**config.mk**
```make
export PLATFORM = sky130hd
export DESIGN_NAME = pfs_lookup
export DESIGN_NICKNAME = d
export VERILOG_FILES = /design/src/hw/rtl/per_flow_delay_jitter_stats_assert.svh /design/src/hw/rtl/pfs_pkg.sv /design/src/hw/rtl/pfs_lookup.sv
export SDC_FILE = /design/constraint.sdc
export NUM_CORES = 2
export LEC_CHECK = 0
export BUFFER_PORTS_ARGS = -buffer_cell sky130_fd_sc_hd__buf_2
export CAP_MARGIN = 20
export CELL_PAD_IN_SITES_DETAIL_PLACEMENT = 0
export CELL_PAD_IN_SITES_GLOBAL_PLACEMENT = 2
export CORE_UTILIZATION = 35
export DETAILED_ROUTE_END_ITERATION = 10
export PLACE_DENSITY = 0.54
export REMOVE_ABC_BUFFERS = 1
export SYNTH_ARGS = -nofsm -noshare
export SYNTH_HDL_FRONTEND = slang
export SYNTH_SLANG_ARGS = --single-unit
export TNS_END_PERCENT = 5
```
**constraint.sdc**
```tcl
create_clock -name clk -period 8.6 [get_ports clk]
set_input_delay 0.43 -clock clk [delete_from_list [all_inputs] [get_ports clk]]
set_output_delay 0.43 -clock clk [all_outputs]
set_load 0.01 [all_outputs]
```
**src/hw/rtl/per_flow_delay_jitter_stats_assert.svh**
```systemverilog
// Assertion helpers for the flow statistics block.
`ifndef PER_FLOW_DELAY_JITTER_STATS_ASSERT_SVH
`define PER_FLOW_DELAY_JITTER_STATS_ASSERT_SVH
// Implication checked on every clock edge outside reset.
`define PFS_ASSERT_IMPL(label, ante, cons, msg) \
  label: assert property (@(posedge clk) disable iff (rst) (ante) |-> (cons)) \
    else $error(msg);
// Next-cycle implication checked outside reset.
`define PFS_ASSERT_NEXT(label, ante, cons, msg) \
  label: assert property (@(posedge clk) disable iff (rst) (ante) |=> (cons)) \
    else $error(msg);
`endif

```
**src/hw/rtl/pfs_pkg.sv**
```systemverilog
// ----------------------------------------------------------------------------
// pfs_pkg
// Types and codes shared by the flow statistics block.
// ----------------------------------------------------------------------------
package pfs_pkg;
  localparam logic [2:0] ST_OK = 3'd0;
  localparam logic [2:0] ST_EMPTY = 3'd1;
  localparam logic [2:0] ST_SHORT = 3'd2;
  localparam logic [2:0] ST_VERSION = 3'd3;
  localparam logic [2:0] ST_FULL = 3'd4;

  localparam logic REG_EXP_VERSION = 1'b0;
  localparam logic REG_MIN_LENGTH = 1'b1;

  typedef struct packed {
    logic [15:0] packet_length;
    logic [7:0]  header_version;
    logic [15:0] source_id;
    logic [7:0]  qos_class;
    logic [7:0]  slice_type;
    logic [23:0] slice_diff;
    logic [31:0] sequence_number;
    logic [62:0] send_time_ns;
    logic [62:0] arrival_time_ns;
  } pkt_in_t;

  typedef struct packed {
    logic [2:0]         status;
    logic [5:0]         flow_slot;
    logic               new_flow;
    logic               reordered;
    logic signed [63:0] delay_ns;
    logic [47:0]        jitter_q4;
    logic [31:0]        flow_packets;
    logic signed [63:0] flow_max_delay_ns;
    logic [31:0]        flow_reorders;
    logic [31:0]        total_packets;
    logic [31:0]        version_errors;
  } res_out_t;

  // Per-flow record kept in the statistics memory.
  typedef struct packed {
    logic [31:0]        packets;
    logic [47:0]        bytes;
    logic [31:0]        highest_seq;
    logic [31:0]        reorders;
    logic signed [63:0] delay_sum;
    logic signed [63:0] delay_max;
    logic [47:0]        jitter;
    logic signed [63:0] last_transit;
    logic [62:0]        first_rx;
    logic [62:0]        last_rx;
  } flow_rec_t;
endpackage

```
**src/hw/rtl/pfs_lookup.sv**
```systemverilog
// ----------------------------------------------------------------------------
// pfs_lookup
// Flow key search: walks the key memory one entry per cycle and reports the
// matching entry or the lowest free one.
// ----------------------------------------------------------------------------
module pfs_lookup import pfs_pkg::*; #(
  parameter int FLOWS = 64,
  localparam int IW = (FLOWS > 1) ? $clog2(FLOWS) : 1
) (
  input  logic          clk,
  input  logic          rst,
  input  logic          start,
  input  logic [55:0]   key,
  input  logic          claim,
  input  logic [IW-1:0] claim_slot,
  output logic          done,
  output logic          hit,
  output logic          found,
  output logic [IW-1:0] slot
);
  logic [55:0]   key_mem [FLOWS];
  logic [FLOWS-1:0] valid;
  logic [55:0]   rd_key;
  logic [IW:0]   rd_addr;
  logic [IW:0]   chk_addr;
  logic          busy;
  logic          chk;
  logic          free_seen;
  logic [IW-1:0] free_slot;

  // Claim a slot: write key and set its valid bit.
  always_ff @(posedge clk) begin
    if (claim) key_mem[claim_slot] <= key;
    rd_key <= key_mem[rd_addr[IW-1:0]];
  end

  always_ff @(posedge clk) begin
    if (rst) valid <= '0;
    else if (claim) valid[claim_slot] <= 1'b1;
  end

  // Sweep addresses; check each registered read in the cycle after its address.
  always_ff @(posedge clk) begin
    if (rst) begin
      busy <= 1'b0;
      chk <= 1'b0;
      done <= 1'b0;
      rd_addr <= '0;
    end else if (start) begin
      busy <= 1'b1;
      chk <= 1'b0;
      done <= 1'b0;
      rd_addr <= '0;
      free_seen <= 1'b0;
      hit <= 1'b0;
    end else if (busy) begin
      chk_addr <= rd_addr;
      if (rd_addr < (IW+1)'(FLOWS)) rd_addr <= rd_addr + 1'b1;
      if (chk && valid[chk_addr[IW-1:0]] && rd_key == key) begin
        hit <= 1'b1;
        found <= 1'b1;
        slot <= chk_addr[IW-1:0];
        busy <= 1'b0;
        chk <= 1'b0;
        done <= 1'b1;
      end else if (chk) begin
        chk <= rd_addr < (IW+1)'(FLOWS);
        done <= 1'b0;
        if (!valid[chk_addr[IW-1:0]] && !free_seen) begin
          free_seen <= 1'b1;
          free_slot <= chk_addr[IW-1:0];
        end
      end else if (rd_addr == (IW+1)'(FLOWS)) begin
        // Last entry checked: report the lowest free slot, if any
        busy <= 1'b0;
        chk <= 1'b0;
        done <= 1'b1;
        found <= free_seen;
        slot <= free_slot;
      end else begin
        chk <= rd_addr < (IW+1)'(FLOWS);
        done <= 1'b0;
      end
    end else begin
      done <= 1'b0;
    end
  end
endmodule

```
=== Yosys cells after proc, flatten, opt, wreduce, memory -nomap -nowiden ===
Memories as Yosys holds them, arrays and structs flattened. A register that Yosys moved wholly into a read port is not among the register bits.
Index checks and enable logic that the tools add are counted.

* Register bits after elaboration: 95
* RAM bits: 3584
* Output and inout port bits: 9
* Memories: 1
* Bits of input ports: 66
* ROM bits: 0
* Logic and storage cells: 73
* Latch bits: 0

{| class="wikitable"
|+ Memories
! memory !! depth !! bits a word !! rd ports !! clocked after memory_dff !! write ports !! RTL line !! RTL
|-
| key_mem || 64 || 56 || 1 || 1 || 1 || pfs_lookup.sv:21 || <nowiki>logic [55:0] key_mem [FLOWS];</nowiki>
|}

* Multiply operators: 0
* Bitwise operators: 5
* Multiplexer cells: 28
* Equality and inequality tests: 4
* Shift operators: 0
* Add/sub/neg operators: 1
* $lt $le $gt $ge: 4
* Divide/modulo/power cells: 0
* Reductions and logical operators: 19

{| class="wikitable"
|+ Operators with widths
! operator !! count
|-
| $or A64 B64 Y64 || 1
|-
| $eq A56 B56 Y1 || 1
|-
| $mux W1 || 23
|-
| $mux W6 || 3
|-
| $lt A6 B7 Y1 const B || 2
|-
| $reduce_and A5 Y1 || 2
|-
| $reduce_bool A2 Y1 || 5
|-
| $add A7 B1 Y7 const B || 1
|-
| $eq A7 B7 Y1 const B || 1
|-
| $lt A7 B7 Y1 const B || 1
|-
| $bmux W1 S6 || 1
|-
| $demux W1 S6 || 1
|-
| $ge A6 B1 Y1 const B || 1
|-
| $reduce_and A3 Y1 || 2
|-
| $reduce_and A6 Y1 || 1
|-
| $logic_and A1 B1 Y1 || 4
|-
| $not A1 Y1 || 4
|-
| $reduce_or A3 Y1 || 1
|-
| $logic_not A1 Y1 || 2
|-
| $ne A2 B1 Y1 const B || 1
|-
| $ne A2 B2 Y1 const B || 1
|-
| $reduce_and A2 Y1 || 1
|-
| $reduce_or A2 Y1 || 1
|}

=== Depth between registers and ports, before layout ===
* Depth in word-level cells: 8
* Depth in mapped cells: 10
* Depth with buffers taken out: 6

=== Worst setup path before layout ===
Ideal clock, no wire load.

* Path kind: in2reg
* Start point: input port claim_slot[4]
* End point: memory key_mem[48][0], enable pin
* Library setup time: 541 ps
* Stages on the path: 4
* Data required time: 8059 ps
* Path slack: 3263 ps
* Data arrival time: 4796 ps
* Path through: clkbuf_1 > and3b_1 > nand2_1 > nor3_1

{| class="wikitable"
|+ RTL lines
! item !! RTL line !! RTL
|-
| from (decl) || pfs_lookup.sv:15 || <nowiki>input logic [IW-1:0] claim_slot,</nowiki>
|-
| to (decl) || pfs_lookup.sv:21 ||
|}

Straight into the memory's write port.

==> impl_metrics.csv <==
group,metric,value,unit
run_status,run_status,"completed",
power_and_ir_drop,pleak,0.04829,µW
yosys,synth-main-ff-cell,"edfxtp_1",
sta,max_fclk,247.1,MHz
yosys,ys_seq_area_share,78.46,%
power_and_ir_drop,netSwitchingFraction,21.02,%
final_layout,final-instance-count-excl-fill,11700,
min_path,worst_hold_startpoint,"key[53]",
drt,final_antenna_net_count,0,
setup_path,worst-endpoint-arrival,4.87,ns
yosys,postSynthRegisterBits,3735,
power_and_ir_drop,power.clock.fraction,44.3,%
drt,avgRoutedWirePerCell,37.25,µm
sta,max-slew-margin-rel,24.37,%
clock_network,cts_tree,"yes",
yosys,edff_count_synth,3605,
setup_path,critical_path.endpoint_type,"flip-flop",
yosys,post_synth_num_cell_types,50,
floorplanning,dieArea,0.4062,mm²
drt,initialDrtViolationCount,8439,
drt,route.detailed.vias_per_inst,5.601,
sta,timing.final.hold_violations,0,
floorplanning,die_w,637.4,µm
power_and_ir_drop,power_per_cell_area,235.5,mW/mm²
floorplanning,num_rows,232,
min_path,hold_path.class,"in -> reg",
power_and_ir_drop,power_report.internal_total,30250,µW
placement,dp.final_hpwl,219.4,mm
yosys,synthesis.instances,5641,
final_layout,layout_commonest_cell,"edfxtp_1",
global_routing,grt_pass1_wl,588.4,mm
placement,place.gp.congestion,0.7304,
clock_network,postCtsSetupRepairBufs,0,
final_layout,fillers,34770,
placement,numPortBuffers,74,
sta,fin_skew,0.05812,ns
yosys,synthesis.area_per_instance,25.05,µm²
global_routing,grt_start_max_net_pins,110,
sta,whs,0.09601,ns
power_and_ir_drop,power.share.sequential,52.5,%
floorplanning,floorplan.initialDensity,35.27,%
clock_network,cts.reportedPaths.clkPinSlew,0.06,ns
setup_path,critical_path_peak_fanout,79,
floorplanning,die_y,637.4,µm
global_routing,antenna_violations_before_repair,29,
sta,timing.final.crit_share,47.07,%
final_layout,nets,6144,
clock_network,cts_buffer_depth,4,
drt,vias,65520,
global_routing,globalRoute.totalOverflow,0,
yosys,ys.warnings.count,0,
clock_network,worstSkewPairLatency,0.98,ns
yosys,synth_area,0.1413,mm²
clock_network,clock-sinks,3735,
setup_path,required,9.42,ns
setup_path,worstSetupStartpoint,"rd_addr[0]$_SDFFE_PP0P_",
global_routing,grt_pass1_vias,67600,
final_layout,share_of_final_layout_standard_cells_stronger_than_drive_strength_1,33.30,%
floorplanning,io_pins,75,
sta,report.final.slew_viol_count,0,
power_and_ir_drop,power.combinational.fraction,3.2,%
yosys,async_flop_share,0,%
job,maxCapViolations,0,
setup_path,regToRegStartpoint,"rd_addr[0]$_SDFFE_PP0P_",
sta,final-setup-viol-count,0,
final_layout,highest_count_cells_in_the_layout_ignoring_fill_and_taps,"edfxtp_1 (3,605), mux4_2 (1,191), clkbuf_16 (413)",
global_routing,grt.total_usage,21.30,%
drt,post-route-drc-count,0,
final_layout,area.growth.synth_to_final,15.14,%
setup_path,crit_path_start_kind,"flip-flop",
sta,rsz0062_at_grt,"false",
placement,placedCellCount,10930,
drt,finalWirelength,435.7,mm
sta,timing.final.crit_period,4.048,ns
setup_path,worstSetupPathType,"reg -> reg",
sta,totalNegativeSetupSlack,0,ns
clock_network,clock_tree.root_cell,"clkbuf_16",
power_and_ir_drop,power.ir.vdd_worst,186.4,µV
power_and_ir_drop,p_switching,8052,µW
clock_network,cts-htree-levels,5,
sta,worst_pin_slew,1.134,ns
clock_network,cts_made_buffers,406,
drt,drtPass1Iterations,5,
floorplanning,core_area,0.4006,mm²
## layout make-up
type,instances,area (µm²),share of cell area [%]
Antenna cell,3,7.507,0.004615
Clock inverter,191,1705,1.048
Sequential cell,3735,110900,68.16
Multi-Input combinational cell,1608,29620,18.21
Inverter,11,41.29,0.02538
Timing Repair Buffer,314,2648,1.627
Tap cell,5265,6588,4.049
Clock buffer,570,11190,6.881
## routing by layer
metal	track usage [%]	share of wire, %
met1	31.08	44
met2	34.52	48
met3	3.155	6.2
met4	3.475	1.5
met5	0	0
## flip-flops by register name, summed over array words and instances (netlist names)
signal,flops
busy,1
hit,1
chk,1
valid,64
rd_addr,7
chk_addr,6
rd_key,56
free_slot,6
free_seen,1
key_mem,3584
found,1
done,1
slot,6
## synth_stat cells, types with 11 or more instances
library cell	count	share of area, %
clkbuf_1	157	0.42
buf_4	11	0.058
edfxtp_1	3605	77
nor2_1	201	0.53
dfxtp_1	130	1.8
inv_1	11	0.029
buf_1	29	0.077
mux4_2	1191	19
nand2b_1	22	0.097
nand2_1	28	0.074
nand4_1	26	0.12
xnor2_1	46	0.29
buf_2	84	0.30
## stage by stage
step	total power [µW]	area, µm²	setup slack, ns	utilization (%)
2_1_floorplan	22120	140000	-32.23	-
3_5_place_dp	21740	149800	4.023	37.39
6_report	38310	162700	4.552	40.61
3_3_place_gp	21710	149700	3.274	37.37
5_1_grt	39390	162700	4.279	40.61
4_1_cts	38670	162700	4.437	40.61
## power by group through the flow
stage / Sequential [µW] / Clock (µW) / Combinational (µW)
global route: 20100 / 18000 / 1290
floorplan: 20600 / 0 / 1510
CTS: 20100 / 17300 / 1240
detailed placement: 20500 / 0 / 1240
finish: 20100 / 17000 / 1210
global placement: 20500 / 0 / 1210
## path summary, 6_finish.rpt
check,end,slack (ns),depth (start not counted)
max reg2reg,rd_key[15]$_DFF_P_,4.55,5
max,rd_key[15]$_DFF_P_,4.55,5
min,key_mem[0][53]$_DFFE_PP_,0.1,2
min reg2reg,valid[59]$_SDFFE_PP0P_,0.47,2
## timing repair
item | 4_1_cts | 5_1_grt
hold buffers | 1 | 0
hold endpoints to repair | 19 | 0
resized for setup | 0 | 0
## cell families (layout without fill, tap and decap cells)
logic type / Yosys count / count (layout) / synth area share [%]
mux: 1204 / 1204 / 19.09
buf+inv: 298 / 1086 / 0.9271
flops: 3735 / 3735 / 78.46
xor+xnor: 53 / 53 / 0.3285
simple gates: 326 / 326 / 1.035
compound gates: 23 / 23 / 0.1408
fa+ha+maj: 2 / 2 / 0.01771
other cells: 0 / 3 / 0
## critical path, stage by stage, from the launching register on
cell	delay [ns]
dfxtp_4	0.92
buf_12	0.53
buf_4	0.53
mux4_2	0.57
mux4_2	0.53
mux4_2	0.48
(Power assumes the default switching activity.)
